$ cat config.mk
export PLATFORM = sky130hd
export DESIGN_NAME = probe_sweep_level_measure_flat
export DESIGN_NICKNAME = d
export VERILOG_FILES = /design/src/psl_pkg.sv /design/src/psl_item_if.sv /design/src/psl_result_if.sv /design/src/psl_stats.sv /design/src/psl_seq.sv /design/src/psl_out_buf.sv /design/src/probe_sweep_level_measure.sv /design/src/flat_wrapper.sv
export VERILOG_INCLUDE_DIRS = /design/src /design/src/src
export SDC_FILE = /design/constraint.sdc
export NUM_CORES = 1
export LEC_CHECK = 0
export ABC_CLOCK_PERIOD_IN_PS = 4200
export BUFFER_PORTS_ARGS = -buffer_cell sky130_fd_sc_hd__buf_2
export CORE_MARGIN = 8
export CORE_UTILIZATION = 35
export CTS_BUF_LIST = sky130_fd_sc_hd__clkbuf_8 sky130_fd_sc_hd__clkbuf_16
export CTS_CLUSTER_SIZE = 8
export DETAILED_ROUTE_END_ITERATION = 16
export SLEW_MARGIN = 10
export SYNTH_ARGS = -nofsm -noshare
export SYNTH_HDL_FRONTEND = slang
export SYNTH_SLANG_ARGS = --single-unit
$ cat constraint.sdc
create_clock -name clk -period 4.2 [get_ports clk]
set_input_delay 0.84 -clock clk [delete_from_list [all_inputs] [get_ports clk]]
set_output_delay 0.84 -clock clk [all_outputs]
set_load 0.01 [all_outputs]
$ cat src/assert_macros.svh
// ---------------------------------------------------------------------------
// Assertion macros shared by the probe sweep level measure RTL.
// Each macro expects clk in scope; ASSERT_RST also expects rst_n.
// ---------------------------------------------------------------------------
`ifndef ASSERT_MACROS_SVH
`define ASSERT_MACROS_SVH

// Concurrent assertion, masked while reset is asserted.
`define ASSERT_RST(label, prop, msg) \
    label: assert property (@(posedge clk) disable iff (!rst_n) (prop)) \
        else $error(msg);

// Concurrent assertion that holds through reset as well.
`define ASSERT_ALWAYS(label, prop, msg) \
    label: assert property (@(posedge clk) (prop)) \
        else $error(msg);

`endif

$ cat src/psl_pkg.sv
`timescale 1ns / 1ps
// ---------------------------------------------------------------------------
// psl_pkg
// Widths, codes and shared types of the probe sweep level measure block.
// ---------------------------------------------------------------------------
package psl_pkg;

    localparam int ANGLE_W    = 12;
    localparam int STEP_W     = 8;
    localparam int ADC_W      = 10;
    localparam int SUM_W      = 16;
    localparam int OUTCOME_W  = 2;
    localparam int CFG_IDX_W  = 3;
    localparam int CFG_DATA_W = 12;

    localparam int TOUCH_COUNT_DEF = 4;

    localparam logic [ANGLE_W-1:0] ANGLE_MAX_CODE = '1;

    // Input function codes
    localparam logic FUNC_START  = 1'b0;
    localparam logic FUNC_SAMPLE = 1'b1;

    // Outcome codes
    localparam logic [OUTCOME_W-1:0] OUTCOME_MEASURED   = 2'd0;
    localparam logic [OUTCOME_W-1:0] OUTCOME_NO_SURFACE = 2'd1;
    localparam logic [OUTCOME_W-1:0] OUTCOME_TOP_TOUCH  = 2'd2;

    // Configuration register indexes
    typedef enum logic [CFG_IDX_W-1:0] {
        REG_HOME_ANGLE      = 3'd0,
        REG_MAX_ANGLE       = 3'd1,
        REG_WASH_STEP       = 3'd2,
        REG_SEARCH_STEP     = 3'd3,
        REG_BACKOFF_STEP    = 3'd4,
        REG_TOUCH_THRESHOLD = 3'd5
    } reg_index_t;

    // Reset values of the configuration registers
    localparam logic [ANGLE_W-1:0] HOME_ANGLE_RST      = 12'd0;
    localparam logic [ANGLE_W-1:0] MAX_ANGLE_RST       = 12'd2880;
    localparam logic [STEP_W-1:0]  WASH_STEP_RST       = 8'd16;
    localparam logic [STEP_W-1:0]  SEARCH_STEP_RST     = 8'd8;
    localparam logic [ANGLE_W-1:0] BACKOFF_STEP_RST    = 12'd160;
    localparam logic [ADC_W-1:0]   TOUCH_THRESHOLD_RST = 10'd600;

    typedef struct packed {
        logic [ANGLE_W-1:0] home_angle;
        logic [ANGLE_W-1:0] max_angle;
        logic [STEP_W-1:0]  wash_step;
        logic [STEP_W-1:0]  search_step;
        logic [ANGLE_W-1:0] backoff_step;
        logic [ADC_W-1:0]   touch_threshold;
    } cfg_t;

    // Sequencer to statistics unit
    typedef struct packed {
        logic               clear;
        logic               record;
        logic [ANGLE_W-1:0] angle;
    } stats_ctrl_t;

    // Statistics unit to sequencer
    typedef struct packed {
        logic               last_touch;
        logic [ANGLE_W-1:0] level;
        logic [ANGLE_W-1:0] spread;
    } stats_stat_t;

    typedef struct packed {
        logic [ANGLE_W-1:0]   probe_angle;
        logic                 servo_on;
        logic                 done_res;
        logic [OUTCOME_W-1:0] outcome;
        logic [ANGLE_W-1:0]   level;
        logic [ANGLE_W-1:0]   spread;
    } result_t;

endpackage

$ cat src/psl_item_if.sv
`timescale 1ns / 1ps
// ---------------------------------------------------------------------------
// psl_item_if
// Input channel: start commands and sensor samples.
// ---------------------------------------------------------------------------
interface psl_item_if;
    logic                        valid;
    logic                        ready;
    logic                        func;
    logic [psl_pkg::ADC_W-1:0]   adc_sample;

    modport source (output valid, output func, output adc_sample, input ready);
    modport sink   (input valid, input func, input adc_sample, output ready);
endinterface

$ cat src/psl_result_if.sv
`timescale 1ns / 1ps
// ---------------------------------------------------------------------------
// psl_result_if
// Output channel: one result per accepted item.
// ---------------------------------------------------------------------------
interface psl_result_if;
    logic                            valid;
    logic                            ready;
    logic [psl_pkg::ANGLE_W-1:0]     probe_angle;
    logic                            servo_on;
    logic                            done_res;
    logic [psl_pkg::OUTCOME_W-1:0]   outcome;
    logic [psl_pkg::ANGLE_W-1:0]     level;
    logic [psl_pkg::ANGLE_W-1:0]     spread;

    modport source (output valid, output probe_angle, output servo_on, output done_res,
                    output outcome, output level, output spread, input ready);
    modport sink   (input valid, input probe_angle, input servo_on, input done_res,
                    input outcome, input level, input spread, output ready);
endinterface

$ cat src/psl_stats.sv
`timescale 1ns / 1ps
// ---------------------------------------------------------------------------
// psl_stats
// Touch statistics: count, running sum, min and max of recorded angles.
// ---------------------------------------------------------------------------
`include "assert_macros.svh"

module psl_stats #(
    parameter int TOUCH_COUNT = psl_pkg::TOUCH_COUNT_DEF
) (
    input  logic                  clk,
    input  logic                  rst_n,
    input  psl_pkg::stats_ctrl_t  ctrl,
    output psl_pkg::stats_stat_t  stat
);
    import psl_pkg::*;

    localparam int CNT_W = $clog2(TOUCH_COUNT + 1);
    // Mean by reciprocal multiply, exact for every SUM_W-bit sum
    localparam int SHIFT = SUM_W + $clog2(TOUCH_COUNT);
    localparam longint unsigned RECIP_L =
        ((longint'(1) << SHIFT) + longint'(TOUCH_COUNT) - 1) / longint'(TOUCH_COUNT);
    localparam logic [SUM_W:0] RECIP = RECIP_L[SUM_W:0];
    localparam int PROD_W = 2 * SUM_W + 1;

    logic [CNT_W-1:0]   count_reg, count_next;
    logic [SUM_W-1:0]   sum_reg, sum_next;
    logic [ANGLE_W-1:0] min_reg, min_next;
    logic [ANGLE_W-1:0] max_reg, max_next;

    logic [CNT_W:0]     count_inc;
    logic [SUM_W-1:0]   sum_rec;
    logic [ANGLE_W-1:0] min_rec, max_rec;
    logic [PROD_W-1:0]  product;
    logic [PROD_W-1:0]  quotient;

    always_comb
    begin
        count_inc = {1'b0, count_reg} + (CNT_W+1)'(1);
        sum_rec   = sum_reg + SUM_W'(ctrl.angle);
        min_rec   = (ctrl.angle < min_reg) ? ctrl.angle : min_reg;
        max_rec   = (ctrl.angle > max_reg) ? ctrl.angle : max_reg;

        count_next = count_reg;
        sum_next   = sum_reg;
        min_next   = min_reg;
        max_next   = max_reg;
        if (ctrl.clear)
        begin
            count_next = '0;
            sum_next   = '0;
            min_next   = ANGLE_MAX_CODE;
            max_next   = '0;
        end
        else if (ctrl.record)
        begin
            count_next = count_inc[CNT_W-1:0];
            sum_next   = sum_rec;
            min_next   = min_rec;
            max_next   = max_rec;
        end

        // Figures as they stand once the current touch is recorded
        product  = PROD_W'(sum_rec) * PROD_W'(RECIP);
        quotient = product >> SHIFT;

        stat.last_touch = count_inc >= (CNT_W+1)'(TOUCH_COUNT);
        stat.level      = quotient[ANGLE_W-1:0];
        stat.spread     = max_rec - min_rec;
    end

    always_ff @(posedge clk or negedge rst_n)
    begin
        if (!rst_n)
        begin
            count_reg <= '0;
            sum_reg   <= '0;
            min_reg   <= ANGLE_MAX_CODE;
            max_reg   <= '0;
        end
        else
        begin
            count_reg <= count_next;
            sum_reg   <= sum_next;
            min_reg   <= min_next;
            max_reg   <= max_next;
        end
    end

    `ASSERT_ALWAYS(a_min_le_max, (count_reg != '0) |-> (min_reg <= max_reg), "min above max")
    `ASSERT_RST(a_count_bound, count_reg <= CNT_W'(TOUCH_COUNT), "touch count overrun")

endmodule

$ cat src/psl_seq.sv
`timescale 1ns / 1ps
// ---------------------------------------------------------------------------
// psl_seq
// Sweep sequencer: phase, sweep angle and commanded angle; builds results.
// ---------------------------------------------------------------------------
`include "assert_macros.svh"

module psl_seq (
    input  logic                        clk,
    input  logic                        rst_n,
    input  logic                        fire,
    input  logic                        func,
    input  logic [psl_pkg::ADC_W-1:0]   adc_sample,
    input  psl_pkg::cfg_t               cfg,
    input  psl_pkg::stats_stat_t        stat,
    output psl_pkg::stats_ctrl_t        ctrl,
    output psl_pkg::result_t            res
);
    import psl_pkg::*;

    typedef enum logic [1:0] {
        PH_IDLE,
        PH_WASH,
        PH_CHECK,
        PH_SEARCH
    } phase_t;

    phase_t             phase_reg, phase_next;
    logic [ANGLE_W-1:0] angle_reg, angle_next;
    logic [ANGLE_W-1:0] cmd_angle_reg, cmd_angle_next;

    logic               touch;
    logic               over_max;
    logic [ANGLE_W-1:0] backed;
    logic [STEP_W-1:0]  adv_step;
    logic [ANGLE_W:0]   adv_sum;
    logic [ANGLE_W-1:0] advanced;
    logic               done;
    logic [OUTCOME_W-1:0] code;
    logic               report;
    logic               clear;
    logic               record;

    always_comb
    begin
        touch    = adc_sample > cfg.touch_threshold;
        over_max = angle_reg > cfg.max_angle;
        backed   = (angle_reg > cfg.backoff_step) ? (angle_reg - cfg.backoff_step) : '0;
        adv_step = (phase_reg == PH_WASH) ? cfg.wash_step : cfg.search_step;
        adv_sum  = {1'b0, angle_reg} + (ANGLE_W+1)'(adv_step);
        advanced = adv_sum[ANGLE_W] ? ANGLE_MAX_CODE : adv_sum[ANGLE_W-1:0];

        phase_next     = phase_reg;
        angle_next     = angle_reg;
        cmd_angle_next = cmd_angle_reg;
        done           = 1'b0;
        code           = OUTCOME_MEASURED;
        report         = 1'b0;
        clear          = 1'b0;
        record         = 1'b0;

        if (func == FUNC_START)
        begin
            phase_next     = PH_WASH;
            angle_next     = cfg.home_angle;
            cmd_angle_next = cfg.home_angle;
            clear          = 1'b1;
        end
        else
        begin
            unique case (phase_reg)
                PH_WASH, PH_SEARCH:
                begin
                    if (touch)
                    begin
                        record = (phase_reg == PH_SEARCH);
                        if (record && stat.last_touch)
                        begin
                            done   = 1'b1;
                            code   = OUTCOME_MEASURED;
                            report = 1'b1;
                        end
                        else
                        begin
                            phase_next     = PH_CHECK;
                            angle_next     = backed;
                            cmd_angle_next = backed;
                        end
                    end
                    else if (over_max)
                    begin
                        done = 1'b1;
                        code = OUTCOME_NO_SURFACE;
                    end
                    else
                    begin
                        cmd_angle_next = angle_reg;
                        angle_next     = advanced;
                    end
                end
                PH_CHECK:
                begin
                    if (touch)
                    begin
                        done = 1'b1;
                        code = OUTCOME_TOP_TOUCH;
                    end
                    else
                    begin
                        phase_next = PH_SEARCH;
                    end
                end
                default:
                begin
                    phase_next = PH_IDLE;
                end
            endcase
        end

        // Finish: return home and power down
        if (done)
        begin
            phase_next     = PH_IDLE;
            angle_next     = cfg.home_angle;
            cmd_angle_next = cfg.home_angle;
        end

        ctrl.clear  = fire && clear;
        ctrl.record = fire && record;
        ctrl.angle  = angle_reg;

        res.probe_angle = cmd_angle_next;
        res.servo_on    = (phase_next != PH_IDLE);
        res.done_res    = done;
        res.outcome     = done ? code : OUTCOME_MEASURED;
        res.level       = report ? stat.level : '0;
        res.spread      = report ? stat.spread : '0;
    end

    always_ff @(posedge clk or negedge rst_n)
    begin
        if (!rst_n)
        begin
            phase_reg     <= PH_IDLE;
            angle_reg     <= '0;
            cmd_angle_reg <= '0;
        end
        else if (fire)
        begin
            phase_reg     <= phase_next;
            angle_reg     <= angle_next;
            cmd_angle_reg <= cmd_angle_next;
        end
    end

    `ASSERT_RST(a_idle_parked, (phase_reg == PH_IDLE) |-> (angle_reg == cmd_angle_reg),
        "idle probe not parked at commanded angle")
    `ASSERT_RST(a_done_powers_off, (fire && res.done_res) |=> (phase_reg == PH_IDLE),
        "finished measurement left sequencer running")

endmodule

$ cat src/psl_out_buf.sv
`timescale 1ns / 1ps
// ---------------------------------------------------------------------------
// psl_out_buf
// Result register with a skid stage; ready toward the core is registered.
// ---------------------------------------------------------------------------
`include "assert_macros.svh"

module psl_out_buf (
    input  logic              clk,
    input  logic              rst_n,
    input  logic              push,
    input  psl_pkg::result_t  push_data,
    output logic              push_ready,
    output logic              out_valid,
    input  logic              out_ready,
    output psl_pkg::result_t  out_data
);
    import psl_pkg::*;

    logic    main_valid_reg;
    logic    skid_valid_reg;
    result_t main_data_reg;
    result_t skid_data_reg;
    logic    pop;

    assign pop        = main_valid_reg && out_ready;
    assign push_ready = !skid_valid_reg;
    assign out_valid  = main_valid_reg;
    assign out_data   = main_data_reg;

    always_ff @(posedge clk or negedge rst_n)
    begin
        if (!rst_n)
        begin
            main_valid_reg <= 1'b0;
            skid_valid_reg <= 1'b0;
        end
        else if (pop)
        begin
            if (skid_valid_reg)
            begin
                main_valid_reg <= 1'b1;
                skid_valid_reg <= 1'b0;
            end
            else
            begin
                main_valid_reg <= push;
            end
        end
        else if (push)
        begin
            if (main_valid_reg)
            begin
                skid_valid_reg <= 1'b1;
            end
            else
            begin
                main_valid_reg <= 1'b1;
            end
        end
    end

    always_ff @(posedge clk)
    begin
        if (pop && skid_valid_reg)
        begin
            main_data_reg <= skid_data_reg;
        end
        else if (push && (pop || !main_valid_reg))
        begin
            main_data_reg <= push_data;
        end

        if (push && main_valid_reg && !pop)
        begin
            skid_data_reg <= push_data;
        end
    end

    `ASSERT_RST(a_skid_needs_main, skid_valid_reg |-> main_valid_reg,
        "skid entry held without a result in front")
    `ASSERT_RST(a_skid_on_stall, $rose(skid_valid_reg) |-> $past(main_valid_reg && !out_ready),
        "skid entry filled without a stalled result")

endmodule

$ cat src/probe_sweep_level_measure.sv
`timescale 1ns / 1ps
// ---------------------------------------------------------------------------
// probe_sweep_level_measure
// Servo probe level measurement: wash sweep, back-off and repeated search
// sweeps; reports the mean touch angle and the max-min spread.
// ---------------------------------------------------------------------------
//  Channel  Direction  Handshake            Payload
//  item     in         valid / ready        func, adc_sample
//  result   out        valid / ready        probe_angle, servo_on, done_res,
//                                           outcome, level, spread
//  cfg      in         cfg_we (no stall)    cfg_index, cfg_data
//
//  One transaction per cycle sustained while the result side keeps up;
//  each accepted item passes through the input register, then through the
//  sequencer into the result register.
//  The result register has a skid stage, so ready toward the item side
//  comes from registers and a stalled result does not block the next item.
//  Reset is asynchronous and clears all control state and the statistics;
//  there is no memory and no clearing pass.
//  The critical path is the running-sum add followed by the reciprocal
//  multiply that forms the mean.
// ---------------------------------------------------------------------------
module probe_sweep_level_measure #(
    parameter int TOUCH_COUNT = psl_pkg::TOUCH_COUNT_DEF
) (
    input  logic                              clk,
    input  logic                              rst_n,
    psl_item_if.sink                          item,
    psl_result_if.source                      result,
    input  logic                              cfg_we,
    input  logic [psl_pkg::CFG_IDX_W-1:0]     cfg_index,
    input  logic [psl_pkg::CFG_DATA_W-1:0]    cfg_data
);
    import psl_pkg::*;

    // Configuration registers
    cfg_t cfg_reg;

    // Input register
    logic             in_valid_reg;
    logic             func_reg;
    logic [ADC_W-1:0] sample_reg;

    logic        fire;
    logic        buf_ready;
    stats_ctrl_t stats_ctrl;
    stats_stat_t stats_stat;
    result_t     step_res;
    result_t     out_res;

    // Advance the held item when the result buffer has room
    assign fire       = in_valid_reg && buf_ready;
    assign item.ready = !in_valid_reg || fire;

    always_ff @(posedge clk or negedge rst_n)
    begin
        if (!rst_n)
        begin
            in_valid_reg <= 1'b0;
        end
        else if (item.valid && item.ready)
        begin
            in_valid_reg <= 1'b1;
        end
        else if (fire)
        begin
            in_valid_reg <= 1'b0;
        end
    end

    // Capture payload on every accepted transaction
    always_ff @(posedge clk)
    begin
        if (item.valid && item.ready)
        begin
            func_reg   <= item.func;
            sample_reg <= item.adc_sample;
        end
    end

    // Register writes act at once; unknown indexes are dropped
    always_ff @(posedge clk or negedge rst_n)
    begin
        if (!rst_n)
        begin
            cfg_reg.home_angle      <= HOME_ANGLE_RST;
            cfg_reg.max_angle       <= MAX_ANGLE_RST;
            cfg_reg.wash_step       <= WASH_STEP_RST;
            cfg_reg.search_step     <= SEARCH_STEP_RST;
            cfg_reg.backoff_step    <= BACKOFF_STEP_RST;
            cfg_reg.touch_threshold <= TOUCH_THRESHOLD_RST;
        end
        else if (cfg_we)
        begin
            unique case (cfg_index)
                REG_HOME_ANGLE:      cfg_reg.home_angle      <= cfg_data[ANGLE_W-1:0];
                REG_MAX_ANGLE:       cfg_reg.max_angle       <= cfg_data[ANGLE_W-1:0];
                REG_WASH_STEP:       cfg_reg.wash_step       <= cfg_data[STEP_W-1:0];
                REG_SEARCH_STEP:     cfg_reg.search_step     <= cfg_data[STEP_W-1:0];
                REG_BACKOFF_STEP:    cfg_reg.backoff_step    <= cfg_data[ANGLE_W-1:0];
                REG_TOUCH_THRESHOLD: cfg_reg.touch_threshold <= cfg_data[ADC_W-1:0];
                default:
                begin
                end
            endcase
        end
    end

    // Sweep sequencer
    psl_seq u_seq (
        .clk        (clk),
        .rst_n      (rst_n),
        .fire       (fire),
        .func       (func_reg),
        .adc_sample (sample_reg),
        .cfg        (cfg_reg),
        .stat       (stats_stat),
        .ctrl       (stats_ctrl),
        .res        (step_res)
    );

    // Touch statistics
    psl_stats #(
        .TOUCH_COUNT (TOUCH_COUNT)
    ) u_stats (
        .clk   (clk),
        .rst_n (rst_n),
        .ctrl  (stats_ctrl),
        .stat  (stats_stat)
    );

    // Result register and skid stage
    psl_out_buf u_out_buf (
        .clk        (clk),
        .rst_n      (rst_n),
        .push       (fire),
        .push_data  (step_res),
        .push_ready (buf_ready),
        .out_valid  (result.valid),
        .out_ready  (result.ready),
        .out_data   (out_res)
    );

    assign result.probe_angle = out_res.probe_angle;
    assign result.servo_on    = out_res.servo_on;
    assign result.done_res    = out_res.done_res;
    assign result.outcome     = out_res.outcome;
    assign result.level       = out_res.level;
    assign result.spread      = out_res.spread;

endmodule
$ cat src/flat_wrapper.sv
// flat-port wrapper written by rule: the top's interface ports become plain ports
module probe_sweep_level_measure_flat import psl_pkg::*;
#(
    parameter int TOUCH_COUNT = psl_pkg::TOUCH_COUNT_DEF
)
  (clk, rst_n, cfg_we, cfg_index, cfg_data, item_valid, item_func, item_adc_sample, item_ready, result_valid, result_probe_angle, result_servo_on, result_done_res, result_outcome, result_level, result_spread, result_ready);
  psl_item_if item_i ();
  psl_result_if result_i ();
  input  logic clk;
  input  logic rst_n;
  input  logic cfg_we;
  input  logic [psl_pkg::CFG_IDX_W-1:0] cfg_index;
  input  logic [psl_pkg::CFG_DATA_W-1:0] cfg_data;
  input wire logic [$bits(item_i.valid)-1:0] item_valid;
  input wire logic [$bits(item_i.func)-1:0] item_func;
  input wire logic [$bits(item_i.adc_sample)-1:0] item_adc_sample;
  output wire logic [$bits(item_i.ready)-1:0] item_ready;
  output wire logic [$bits(result_i.valid)-1:0] result_valid;
  output wire logic [$bits(result_i.probe_angle)-1:0] result_probe_angle;
  output wire logic [$bits(result_i.servo_on)-1:0] result_servo_on;
  output wire logic [$bits(result_i.done_res)-1:0] result_done_res;
  output wire logic [$bits(result_i.outcome)-1:0] result_outcome;
  output wire logic [$bits(result_i.level)-1:0] result_level;
  output wire logic [$bits(result_i.spread)-1:0] result_spread;
  input wire logic [$bits(result_i.ready)-1:0] result_ready;
  assign item_i.valid = item_valid;
  assign item_i.func = item_func;
  assign item_i.adc_sample = item_adc_sample;
  assign item_ready = item_i.ready;
  assign result_valid = result_i.valid;
  assign result_probe_angle = result_i.probe_angle;
  assign result_servo_on = result_i.servo_on;
  assign result_done_res = result_i.done_res;
  assign result_outcome = result_i.outcome;
  assign result_level = result_i.level;
  assign result_spread = result_i.spread;
  assign result_i.ready = result_ready;
  probe_sweep_level_measure #(.TOUCH_COUNT(TOUCH_COUNT)) u_core (.clk(clk), .rst_n(rst_n), .item(item_i), .result(result_i), .cfg_we(cfg_we), .cfg_index(cfg_index), .cfg_data(cfg_data));
endmodule
# Yosys cells after proc, flatten, opt, wreduce, memory -nomap -nowiden
# Index checks and enable logic that the tools add are counted.
# word_totals
output_inout_bits	42
elab_cells	146
register_bits	225
in_bits	31
# classes
muxes	62
addsub	5
reduce_logical	32
n_lt_le_gt_ge	6
n_eq_ne	11
# ops
op	n
$mux 12	22
$mux 40	2
$gt 12x12->1	3
$mux 16	2
$sub 12x12->12	2
$mux 1	22
$add 16x12->16	1
$mux 2	8
$reduce_and 2->1	7
$add 12x8->13	1
$lt 12x12->1	1
$reduce_bool 2->1	6
$gt 10x10->1	1
$logic_and 1x1->1	10
$mux 8	1
$ne 4x4->1 const B	2
$pmux 2 s2	2
$eq 3x2->1 const B	2
$eq 3x3->1 const B	2
$mux 3	2
$add 3x1->4 const B	1
$eq 2x2->1 const B	2
$ge 4x3->1 const B	1
$logic_not 1->1	4
8 further kinds	9

# Depth between registers and ports, before layout
# Gate-level depths: netlist of run 1.
# depth
depth_word	11
mapped_depth	19
depth_no_buf	18

# Hierarchy
# From an unflattened synthesis of run 1, not the netlist that was laid out.
# unflattened
hier_cells	1190
hier_area_um2	13103.8
# modules_own_cells
module	area_per_inst_um2	cells_each	seq_area_each_um2	instances
psl_seq	3703.6	488	650.6	1
psl_stats	3594.7	415	1041.0	1
psl_out_buf	2980.4	136	2452.4	1
probe_sweep_level_measure	2825.2	151	1921.8	1

# Worst setup path after synthesis of run 1
# OpenSTA, ideal clock, no wires.
# synth_path
path_kind	register to register
startpoint	reg u_core.u_stats.min_reg[6]
endpoint	reg u_core.u_out_buf.skid_data_reg[11] (netlist bit), data pin
t_required_ns	4.067
path_buffers	1
slack_ns	0.096
synth_period_minus_slack_ns	4.104
setup_ns	0.133
path_stages_with_launch	17
t_arrival_ns	3.971
path_cell_list	dfstp_2 > inv_1 > ha_1 > a21o_1 > a221o_1 > a21oi_2 > nand2_2 > clkbuf_1 > a21oi_1 > ha_1 > a21o_1 > a211o_1 > o21ai_1 > o41ai_4 > a21o_2 > or4_1 > nand2_1
# synth_lines
item	line_no	text
start: declaration	psl_stats.sv:28	logic [ANGLE_W-1:0] min_reg, min_next;
start signal: assignment	psl_stats.sv:85	min_reg <= min_next;
end signal: assignment	psl_out_buf.sv:76	skid_data_reg <= push_data;
end: declaration	psl_out_buf.sv:23	result_t skid_data_reg;

==> key figures, run 1 <==
Timing
  – Final hold viol count: 0
  – Fin. max-slew vios: 0
  – Final Skew: 0.0104 ns
  – Final-report setup violation count: 0
  – Slew @ Worst Pin: 0.985 ns
  – Final min period: 4.03 ns
  – F_max: 0.248 GHz
  – Setup TNS: 0 ns
  – Period utilization: 95.9%
  – Worst Hold Slack: about 0.37 ns
  – Max-Slew Margin vs Limit: 34.3%

Place
  – Placed cell area: 0.0143 mm²
  – Post-DP HPWL: about 27,000 µm
  – GP Congestion: 0.932
  – IO Port Bufs: 72

Logic synthesis
  – Post-synthesis cell type count: 87
  – Top FF cell, synth: dfrtp_1
  – Largest cells by area after synthesis: edfxtp_1 21%, dfrtp_1 21%, ha_1 8.0%
  – Post-synth ARST share: approximately 59%
  – Post-synthesis net count: roughly 1,400
  – Share of the synthesized area in the top cell type: 20.9%
  – FF+latch count, synth: 223
  – Post-synthesis sequential area ratio: 46.3%
  – Synth Area per Inst: roughly 10 µm²
  – Cell area after synthesis: 0.0131 mm²
  – Ys Warns: 0
  – Largest area contributor in the netlist: edfxtp_1
  – Cells after Synth: about 1,300
  – Post-synth EDFFs: 91

Global routing
  – Overflow after GRT: 0
  – Vias in the first global route: 10,200
  – Largest net degree at the start of global routing: 61
  – Initial antenna violation count: 0
  – Tot GR Track Use: between 10% and 20%
  – First-pass GRT wire length: 57,800 µm

Die
  – I/O pin cnt: 73
  – FP Rows: 71
  – Width of the die: ~210 µm
  – Initial core utilization: 35.1%
  – Die Ht: 209 µm
  – Die area: 0.0439 mm²
  – Core area: 0.0373 mm²

Min path
  – HP Class: primary input to asynchronous set/reset pin

Drt
  – Number of remaining DRC errors: 0
  – WL met3: 1990 µm
  – DRT iter0 DRCs: 703
  – Drt pass-1 iters: 5
  – M1 WL: 16,700 µm
  – Met2 wire length: 17,200 µm
  – Drt wl/cell: roughly 19 µm
  – Via density: 5.43
  – DRT Wirelength: 37,100 µm
  – Vias: 10,500
  – ANT nets after route: 0
  – Max Used Layer: met4

Setup path
  – Critical path endpoint category: flip-flop
  – CP required: about 4.6 ns
  – Critical path class: flip-flop to flip-flop
  – Arrival time worst endpoint: 4.46 ns
  – Critical path fanouts, max: 7
  – Worst setup SP type: flip-flop

Layout
  – Design area: 0.0153 mm²
  – Final Core Density: 41.0%
  – NumNets Final: 1,548
  – Share of cells above drive strength 1: 20.1%
  – Fill cell count: 3,643
  – Area grow syn2layout: 16.7%
  – Max reg flops: 62
  – Ant diodes: 0

Clock network
  – H-Tree Depth: 1
  – Worst-Skew Late Latency: approximately 0.57 ns
  – Clock sink count: 223
  – Root Buffer: clkbuf_16
  – Clk buf depth: 3
  – Cts bufs inserted: 31
  – Clk pin slew, worst setup/hold paths: around 0.06 ns
  – TritonCTS clock tree: yes

Run status
  – Outcome: finished, final reports clean

Pwr
  – Max VDD drop: 386 µV
  – Leak: 6.64 nW
  – Pwr per Cell Area: ~840 mW/mm²
  – Total power: 12.8 mW

Run
  – Max_cap viols: 0
==> Yosys cell counts, types with 5 or more instances <==
| library cell | n |
|---|---|
| a211o_1 | 5 |
| a211oi_1 | 13 |
| a21boi_0 | 7 |
| a21o_1 | 20 |
| a21oi_1 | 77 |
| a221oi_1 | 5 |
| a22o_1 | 17 |
| a22oi_1 | 14 |
| a31oi_1 | 7 |
| and2_1 | 15 |
| and3_1 | 5 |
| clkbuf_1 | 48 |
| dfrtp_1 | 108 |
| dfstp_2 | 24 |
| edfxtp_1 | 91 |
| ha_1 | 84 |
| inv_1 | 92 |
| mux2_2 | 61 |
| mux2i_1 | 6 |
| nand2_1 | 145 |
| nand2b_1 | 14 |
| nand3_1 | 25 |
| nand4_1 | 15 |
| nor2_1 | 88 |
| nor2b_1 | 10 |
| nor3_1 | 28 |
| o211ai_1 | 10 |
| o21ai_0 | 111 |
| o22a_1 | 6 |
| o22ai_1 | 7 |
| o31ai_1 | 14 |
| or2_2 | 5 |
| or3_1 | 7 |
| xnor2_1 | 30 |
| xor2_1 | 10 |
==> path summary, 6_finish.rpt <==
check,depth (start not counted),end,startpoint,slack (ns)
max,16,u_core.u_out_buf.skid_data_reg[11],u_core.u_stats.min_reg[11],0.17
max in group asynchronous,2,u_core.cfg_reg[15],rst_n,2.94
min,1,u_core.cfg_reg[5],rst_n,0.37
min in group clk,1,u_core.sample_reg[5],item_adc_sample[5],0.45
max reg2reg,16,u_core.u_out_buf.skid_data_reg[11],u_core.u_stats.min_reg[11],0.17
min reg2reg,2,u_core.u_seq.cmd_angle_reg[0],u_core.u_seq.cmd_angle_reg[0],0.49
==> layout by cell type (no fill, tap or decap), drive strengths merged, types with 30 or more instances in the layout <==
| cell type | n |
|---|---|
| nand2 | 146 |
| buf | 132 |
| o21ai | 118 |
| inv | 117 |
| dfrtp | 108 |
| edfxtp | 91 |
| nor2 | 90 |
| ha | 84 |
| a21oi | 80 |
| mux2 | 62 |
| clkbuf | 31 |
| xnor2 | 30 |
==> through the flow <==
stage | std cells | setup WS, ns
after floorplan | 1318 | 0.0964
after global placement | 1868 | 0.188
after detailed placement | 1868 | 0.123
after CTS | 1924 | 0.120
after global routing | 1926 | -0.00428
final | 1926 | 0.173
==> power by group <==
part | internal, mW | switching (mW)
clock | 1.31 | 0.937
sequential | 3.08 | 0.351
combinational | 2.73 | 4.36
==> worst max-delay path, cell delays in order, from the launching register on <==
cell	delay (ns)
dfstp_2	0.55
inv_1	0.08
ha_1	0.31
and4_1	0.28
and3_1	0.21
nand3_1	0.19
nand2_2	0.19
nor2_1	0.06
a21oi_1	0.19
ha_1	0.27
a21o_1	0.19
a211o_1	0.30
o21ai_1	0.16
o41ai_4	0.13
a21o_2	0.24
or4_1	0.46
nand2_1	0.09
==> final cells by class <==
type	instances	area, µm²	share of cell area, %
multi-input cells	948	6570	43.0
flip-flops and latches	223	6070	39.7
repair buffers	132	838	5.48
clock buffers	31	776	5.07
well taps	474	593	3.88
inverters	93	349	2.28
clock inverters	25	98.8	0.647
==> logic make-up (layout without fill, tap and decap cells) <==
group / after synthesis / count (layout) / share of synthesized area (%)
AO/OA/AOI/OAI: 368 / 368 / 18.6
XOR/XNOR: 40 / 40 / 2.67
adder cells (fa/ha/maj): 88 / 88 / 8.63
buffers and inverters: 147 / 281 / 4.28
flip-flops: 223 / 223 / 46.3
multiplexers: 68 / 68 / 5.81
AND/OR/NAND/NOR: 384 / 384 / 13.7
==> per-layer routing <==
metal	GRT usage (%)	vias up
li1	-	5027
met1	22.0	5061
met2	26.5	289
met3	3.03	82
met4	5.93	0
met5	0	-
==> repair_timing <==
item / 4_1_cts / 5_1_grt
hold buffers: 0 / 0
gates resized for setup: 0 / 14
endpoints found under the setup margin: 0 / 14
buffers inserted: 0 / 2
No activity file was read; power rests on OpenSTA's default activity.
==> run 2: changes to the inputs <==
--- a/config.mk
+++ b/config.mk
@@ -9,7 +9,7 @@
 export ABC_CLOCK_PERIOD_IN_PS = 4200
 export BUFFER_PORTS_ARGS = -buffer_cell sky130_fd_sc_hd__buf_2
 export CORE_MARGIN = 8
-export CORE_UTILIZATION = 35
+export CORE_UTILIZATION = 45
 export CTS_BUF_LIST = sky130_fd_sc_hd__clkbuf_8 sky130_fd_sc_hd__clkbuf_16
 export CTS_CLUSTER_SIZE = 8
 export DETAILED_ROUTE_END_ITERATION = 16
==> run 2 against run 1 <==
Worst setup slack improved by 0.025 ns. Combinational power increased by 2%. Die area decreased by 21%. Utilization increased by 12 points. Clock skew increased by 0.0072 ns. Register-to-register slack improved by 0.02 ns. Critical path depth decreased by 1. Fmax increased by 0.62%. Via count decreased by 0.72%. Critical path type unchanged. Global-route usage increased by 4.0 points. Largest cell class unchanged.
==> key figures, run 2 (synthesis results as in run 1) <==
Run status
  – Outcome: finished, final reports clean

Drt
  – DRT iter0 DRCs: 754 (+7.3%)
  – WL met3: 1820 µm (-8.4%)
  – Number of remaining DRC errors: 0 (unchanged)
  – Max Used Layer: met4
  – M1 WL: 16,700 µm (unchanged)
  – DRT Wirelength: 36,500 µm (-1.7%)
  – Met2 wire length: 16,600 µm (-3.0%)
  – Via density: 5.66 (+4.2%)
  – Vias: 10,400 (-0.72%)
  – Drt wl/cell: 19.9 µm (+3.2%)
  – ANT nets after route: 0 (unchanged)
  – Drt pass-1 iters: 5 (unchanged)

Place
  – Placed cell area: 0.0142 mm² (-0.86%)
  – Pre-CTS WS: 0.0534 ns (-0.0693 ns)
  – GP Congestion: 0.965 (+3.6%)
  – Post-DP HPWL: 27,500 µm (+0.16%)
  – IO Port Bufs: 72 (unchanged)

Pwr
  – Pwr per Cell Area: 847 mW/mm² (+1.5%)
  – Leak: 6.64 nW (about the same)
  – Max VDD drop: 452 µV (+17%)

Layout
  – Fill cell count: 2,630 (-28%)
  – Max reg flops: 62 (unchanged)
  – Most frequent cells in the layout: 145 x nand2_1, 118 x inv_1, 108 x o21ai_0, 108 x dfrtp_1, 91 x edfxtp_1
  – Share of cells above drive strength 1: 20.0% (-0.12 points)
  – Design area: 0.0152 mm² (-0.76%)
  – Ant diodes: 0 (unchanged)
  – NumNets Final: 1,545 (-0.19%)
  – Area grow syn2layout: 15.8%
  – Commonest non-fill, non-tap cell in the layout: nand2_1

Setup path
  – Critical path fanouts, max: 10 (+3)
  – Worst path cell trace: inv_1 -> ha_1 -> a21o_1 -> a221o_1 -> a21oi_2 -> nand2_4 -> a21oi_1 -> ha_1 -> a21o_1 -> a211o_1 -> o21ai_1 -> o41ai_4 -> a21o_2 -> or4_1 -> nand2_1
  – Max incr delay on CP: 0.57 ns (+0.02 ns)
  – Arrival time worst endpoint: 4.43 ns (-0.03 ns)
  – Critical path class: flip-flop to flip-flop
  – Critical path endpoint category: flip-flop
  – CP required: 4.63 ns (about the same)
  – Worst setup SP type: flip-flop
  – Crit-path slowest cell: dfstp_2

Timing
  – Final-report setup violation count: 0 (unchanged)
  – Period utilization: 95.3% (-0.59 points)
  – F_max: 0.250 GHz (+0.62%)
  – Final min period: 4.00 ns (-0.0249 ns)
  – Max-Slew Margin vs Limit: 26.7% (-7.6 points)
  – Slew @ Worst Pin: 1.09 ns (+0.100 ns)
  – Final Skew: 0.0176 ns (+0.00720 ns)
  – Final hold viol count: 0 (unchanged)
  – Fin worst setup slack: 0.198 ns (+0.0249 ns)
  – RSZ-0062 raised after global routing: true
  – Fin. max-slew vios: 0 (unchanged)

Die
  – FP Rows: 62 (-13%)
  – I/O pin cnt: 73 (unchanged)
  – Core area: 0.0287 mm² (-23%)
  – Die Ht: 187 µm (-11%)
  – Width of the die: 187 µm (-11%)
  – Initial core utilization: 45.7% (+11 points)
  – Die area: 0.0348 mm² (-21%)

Global routing
  – First-pass GRT wire length: 57,600 µm (-0.37%)
  – Largest net degree at the start of global routing: 70 (+15%)
  – Vias in the first global route: 10,300 (+0.89%)
  – Tot GR Track Use: 20.5% (+4.0 points)
  – Overflow after GRT: 0 (unchanged)
  – Initial antenna violation count: 0 (unchanged)

Clock network
  – Clk buf depth: 3 (unchanged)
  – H-Tree Depth: 1 (unchanged)
  – Clk pin slew, worst setup/hold paths: 0.05 ns (about the same)
  – Worst-Skew Late Latency: 0.57 ns (about the same)
  – Root Buffer: clkbuf_16
  – Cts bufs inserted: 31 (unchanged)
  – Clock sink count: 223 (unchanged)
  – TritonCTS clock tree: yes

Min path
  – HP Class: primary input to asynchronous set/reset pin

Run
  – Max_cap viols: 0 (unchanged)
run 2: per-layer routing:
layer  global-route usage, %  vias up
li1                        -     5016
met1                    27.3     5018
met2                    33.1      277
met3                    3.26       73
met4                    7.82        0
met5                       0        -
run 2: through the flow:
| step | utilization [%] | hold WS, ns | instances | TNS (ns) | power (mW) |
|---|---|---|---|---|---|
| after global routing | 52.9 | 0.302 | 1835 | -0.0321 | 13.8 |
| after detailed placement | 49.5 | 0.481 | 1776 | 0 | 10.5 |
| final | 52.9 | 0.258 | 1835 | 0 | 12.9 |
| after global placement | 49.5 | 0.466 | 1776 | 0 | 10.4 |
| after CTS | 52.7 | 0.271 | 1834 | 0 | 12.8 |
| after floorplan | - | 0.444 | 1318 | 0 | 8.17 |
run 2: worst paths after layout:
path | from | end | slack [ns] | cells after the start
worst max-delay path | u_core.u_stats.min_reg[6] | u_core.u_out_buf.skid_data_reg[11] | 0.20 | 15
worst max register to register | u_core.u_stats.min_reg[6] | u_core.u_out_buf.skid_data_reg[11] | 0.20 | 15
max in group asynchronous | rst_n | u_core.u_stats.min_reg[0] | 3.11 | 2
min in group clk | item_adc_sample[8] | u_core.sample_reg[8] | 0.46 | 1
worst min register to register | u_core.u_seq.cmd_angle_reg[0] | u_core.u_seq.cmd_angle_reg[0] | 0.49 | 2
worst min-delay path | rst_n | u_core.cfg_reg[37] | 0.26 | 1
run 2: layout make-up:
class | count | area (µm²) | share of cell area, %
clock inverters | 27 | 118 | 0.775
repair buffers | 129 | 820 | 5.40
well taps | 384 | 480 | 3.17
multi-input cells | 948 | 6560 | 43.3
clock buffers | 31 | 776 | 5.11
inverters | 93 | 349 | 2.30
flip-flops and latches | 223 | 6070 | 40.0
run 2: what timing repair did:
| action | 4_1_cts | 5_1_grt |
|---|---|---|
| buffers inserted | 0 | 1 |
| hold buffers | 0 | 0 |
| setup endpoints to repair | 0 | 11 |
| gates resized for setup | 0 | 14 |
run 2: where the power goes:
group,leakage [nW],internal [mW],switching (mW)
sequential,2.49,3.08,0.315
combinational,3.63,2.78,4.44
clock,0.530,1.32,0.929
run 2: critical path: cells and delay by family (launching register included):
family | cells | cell delay (ns)
and+or+nand+nor | 3 | 0.67
AOI/OAI and AO/OA | 9 | 1.97
adders and majority gates | 2 | 0.58
DFF | 1 | 0.57
buffers and inverters | 1 | 0.07
==> run 3: changes to the inputs <==
--- a/config.mk
+++ b/config.mk
@@ -6,6 +6,7 @@
 export SDC_FILE = /design/constraint.sdc
 export NUM_CORES = 1
 export LEC_CHECK = 0
+export ABC_AREA = 1
 export ABC_CLOCK_PERIOD_IN_PS = 4200
 export BUFFER_PORTS_ARGS = -buffer_cell sky130_fd_sc_hd__buf_2
 export CORE_MARGIN = 8
==> run 3 against run 2 <==
Via count is 4.3% higher. Wire length shrank 0.55%. Clock-buffer cell count grew 4. Critical path depth increased by 3. Power down 6.4%. Sequential power down 2%. Synthesized area down 0.16%. Fmax rose by 7.5%. Clock power is 9.8% higher. Utilization is 1.0 points lower. Die area shrank 0.15%. Largest power group unchanged.
==> key figures, run 3 <==
Logic synthesis
  – Synth Area per Inst: 8.22 µm² (-17%)
  – Cells after Synth: 1,591 (+21%)
  – Top FF cell, synth: dfrtp_1
  – Share of the synthesized area in the top cell type: 20.9% (+0.034 points)
  – Compound-Gate Fraction of Synth Area: 12.7% (-5.9 points)
  – Cell with the most instances after synthesis: nand2_1
  – Post-synth ARST share: 59.2% (unchanged)
  – Post-synthesis sequential area ratio: 46.4% (+0.075 points)
  – Xor/xnor cell area share of the yosys netlist: 1.67% (-1.0 points)
  – Main combinational cell family by area after synthesis: simple AND/OR/NAND/NOR gates
  – Post-Synth Simple-Gate Area: 22.7% (+9.0 points)
  – Largest area contributor in the netlist: edfxtp_1
  – Ys Warns: 0 (unchanged)
  – Mux share of post-synthesis cell area: 0.689% (-5.1 points)
  – Post-synthesis cell type count: 49 (-44%)
  – Commonest cells post-synth: 481 x nand2_1, 175 x inv_1, 130 x o21ai_0
  – Cell area after synthesis: 0.0131 mm² (-0.16%)
  – FF+latch count, synth: 223 (unchanged)
  – Post-synth EDFFs: 91 (unchanged)
  – Post-synthesis net count: 1,710 (+19%)
  – Largest cells by area after synthesis: edfxtp_1 21%, dfrtp_1 21%, nand2_1 14%
  – Synth Area in Adders: 8.65% (+0.014 points)

Place
  – Post-DP HPWL: 26,900 µm (-2.0%)
  – Placed cell area: 0.0139 mm² (-2.2%)
  – Pre-CTS WS: 0.505 ns (+0.452 ns)
  – Placed Cells: 2,025 (+14%)
  – IO Port Bufs: 72 (unchanged)
  – GP Congestion: 0.926 (-4.1%)

Clock network
  – Root Buffer: clkbuf_16
  – Post-CTS setup buffers: 0 (unchanged)
  – Clk buf depth: 3 (unchanged)
  – Worst-Skew Late Latency: 0.52 ns (-0.05 ns)
  – TritonCTS clock tree: yes
  – CTS Hold Bufs: 0 (unchanged)
  – Post-cts gate resize count: 0 (unchanged)
  – H-Tree Depth: 2 (+1)
  – Cts bufs inserted: 34 (+9.7%)
  – Clock sink count: 223 (unchanged)
  – Clk pin slew, worst setup/hold paths: 0.05 ns (about the same)

Die
  – Width of the die: 187 µm (about the same)
  – I/O pin cnt: 73 (unchanged)
  – FP Rows: 62 (unchanged)
  – Die Ht: 187 µm (about the same)
  – Initial core utilization: 45.6% (-0.074 points)
  – Die area: 0.0348 mm² (-0.15%)
  – Core area: 0.0287 mm² (unchanged)

Setup path
  – Critical path fanouts, max: 23 (+13)
  – CP required: 4.45 ns (-0.18 ns)
  – Max incr delay on CP: 0.62 ns (+0.05 ns)
  – Arrival time worst endpoint: 3.97 ns (-0.46 ns)
  – Crit Reg-Reg Endpoint: u_core.u_out_buf.out_data[6]
  – Critical path endpoint category: flip-flop
  – FF-to-FF Start: u_core.u_seq.angle_reg[10]
  – Largest delay share family, worst path: simple AND/OR/NAND/NOR gates
  – Most used cell along the critical path: nand2_1
  – R2R setup slack: 0.48 ns (+0.28 ns)
  – Worst setup startpoint: u_core.u_seq.angle_reg[10]
  – Crit-path slowest cell: dfrtp_1
  – Critical path class: flip-flop to flip-flop
  – Worst setup SP type: flip-flop
  – WP buf/inv: 3 (+2)
  – Worst path cell trace: ha_1 -> nand2_1 -> inv_1 -> nand2_1 -> inv_1 -> nand2_1 -> nand2_2 -> o21ai_0 -> ha_1 -> inv_1 -> fa_1 -> nand2_1 -> nand2_1 -> nand3_1 -> nand2_1 -> xor2_1 -> nand2_1 -> o21ai_1
  – Worst Reg-to-Reg Cells: 18 (+3)

Run
  – Max_cap viols: 0 (unchanged)

Layout
  – Finished Layout Cells: 2,085 (+14%)
  – Share of cells above drive strength 1: 12.9% (-7.1 points)
  – Commonest non-fill, non-tap cell in the layout: nand2_1
  – Ant diodes: 0 (unchanged)
  – Design area: 0.0149 mm² (-1.9%)
  – Most frequent cells in the layout: 481 x nand2_1, 195 x inv_1, 130 x o21ai_0, 111 x nor2_1, 108 x dfrtp_1
  – Area grow syn2layout: 13.8%
  – NumNets Final: 1,796 (+16%)
  – Final Core Density: 51.9% (-1.0 points)
  – Max reg flops: 62 (unchanged)
  – Fill cell count: 2,762 (+5.0%)

Drt
  – Number of remaining DRC errors: 0 (unchanged)
  – Drt wl/cell: 17.4 µm (-12%)
  – Via density: 5.20 (-8.2%)
  – DRT iter0 DRCs: 784 (+4.0%)
  – Vias: 10,800 (+4.3%)
  – Drt pass-1 iters: 5 (unchanged)
  – ANT nets after route: 0 (unchanged)
  – DRT Wirelength: 36,300 µm (-0.55%)

Timing
  – Final hold viol count: 0 (unchanged)
  – Final min period: 3.72 ns (-0.279 ns)
  – Slew @ Worst Pin: 1.18 ns (+0.0987 ns)
  – Worst Hold Slack: 0.415 ns (+0.157 ns)
  – Final-report setup violation count: 0 (unchanged)
  – RSZ-0062 raised after global routing: false
  – Final Skew: 0.0205 ns (+0.00283 ns)
  – Max-Slew Margin vs Limit: 21.1% (-5.6 points)
  – Setup TNS: 0 ns (unchanged)
  – Period utilization: 88.6% (-6.7 points)
  – F_max: 0.269 GHz (+7.5%)
  – Fin worst setup slack: 0.477 ns (+0.279 ns)
  – Fin. max-slew vios: 0 (unchanged)

Global routing
  – Overflow after GRT: 0 (unchanged)
  – Vias in the first global route: 10,400 (+1.5%)
  – Initial antenna violation count: 0 (unchanged)
  – First-pass GRT wire length: 57,900 µm (+0.54%)
  – Largest net degree at the start of global routing: 96 (+37%)
  – Tot GR Track Use: 20.6% (+0.16 points)

Run status
  – Outcome: finished, final reports clean

Pwr
  – Max VDD drop: 299 µV (-34%)
  – Total power: 12.0 mW (-6.4%)
  – Pwr per Cell Area: 808 mW/mm² (-4.6%)
  – Leak: 7.35 nW (+11%)

Min path
  – HP Class: primary input to asynchronous set/reset pin
## run 3: cell count changes after synthesis, moves of 20 or more
| cell | previous run | this run |
|---|---|---|
| nand3_1 | 25 | 65 |
| nor3_1 | 28 | 6 |
| nand2_1 | 145 | 481 |
| xnor2_1 | 30 | 10 |
| inv_1 | 92 | 175 |
| nor2_1 | 88 | 113 |
| mux2_2 | 61 | 8 |
## run 3: cell type report
class                   count  area (µm²)  share of cell area, %
multi-input cells        1136        6100                   41.0
flip-flops and latches    223        6070                   40.8
clock buffers              35         865                   5.81
inverters                 182         683                   4.59
repair buffers            100         577                   3.88
well taps                 384         480                   3.23
clock inverters            25         118                  0.790
## run 3: worst max path at each step
stage / to / depth (start not counted)
3_5_place_dp: u_core.u_out_buf.out_data[6] / 18
2_1_floorplan: u_core.u_out_buf.out_data[0] / 5
3_3_place_gp: u_core.u_out_buf.out_data[6] / 18
5_1_grt: u_core.u_out_buf.out_data[4] / 18
6_report: u_core.u_out_buf.out_data[6] / 18
4_1_cts: u_core.u_out_buf.out_data[6] / 18
## run 3: metal layers
layer  up-vias  global-route usage [%]  part of all wire [%]
li1       5436                       -                     -
met1      5032                    28.7                    47
met2       307                    32.4                    44
met3        59                    3.34                   5.8
met4         0                    6.63                   2.5
met5         -                       0                     0
## run 3: cell families after synthesis
group / Yosys count
AO/OA/AOI/OAI: 299
multiplexers: 8
flip-flops: 223
AND/OR/NAND/NOR: 716
adder cells (fa/ha/maj): 88
buffers and inverters: 232
XOR/XNOR: 25
## run 3: worst reg2reg max path: cells and delay by family, from the launching register on
kind,cells,cell delay (ns)
simple gates,9,1.20
fa+ha+maj,3,0.93
flops,1,0.62
compound gates,2,0.40
buf+inv,3,0.17
xor+xnor,1,0.14
## run 3: where the power goes
part | internal (mW) | switching (mW) | leakage (nW) | total, mW
logic | 2.10 | 4.15 | 4.29 | 6.25
registers | 2.95 | 0.361 | 2.51 | 3.31
clock network | 1.48 | 0.989 | 0.554 | 2.47
total | 6.53 | 5.50 | 7.35 | 12.0
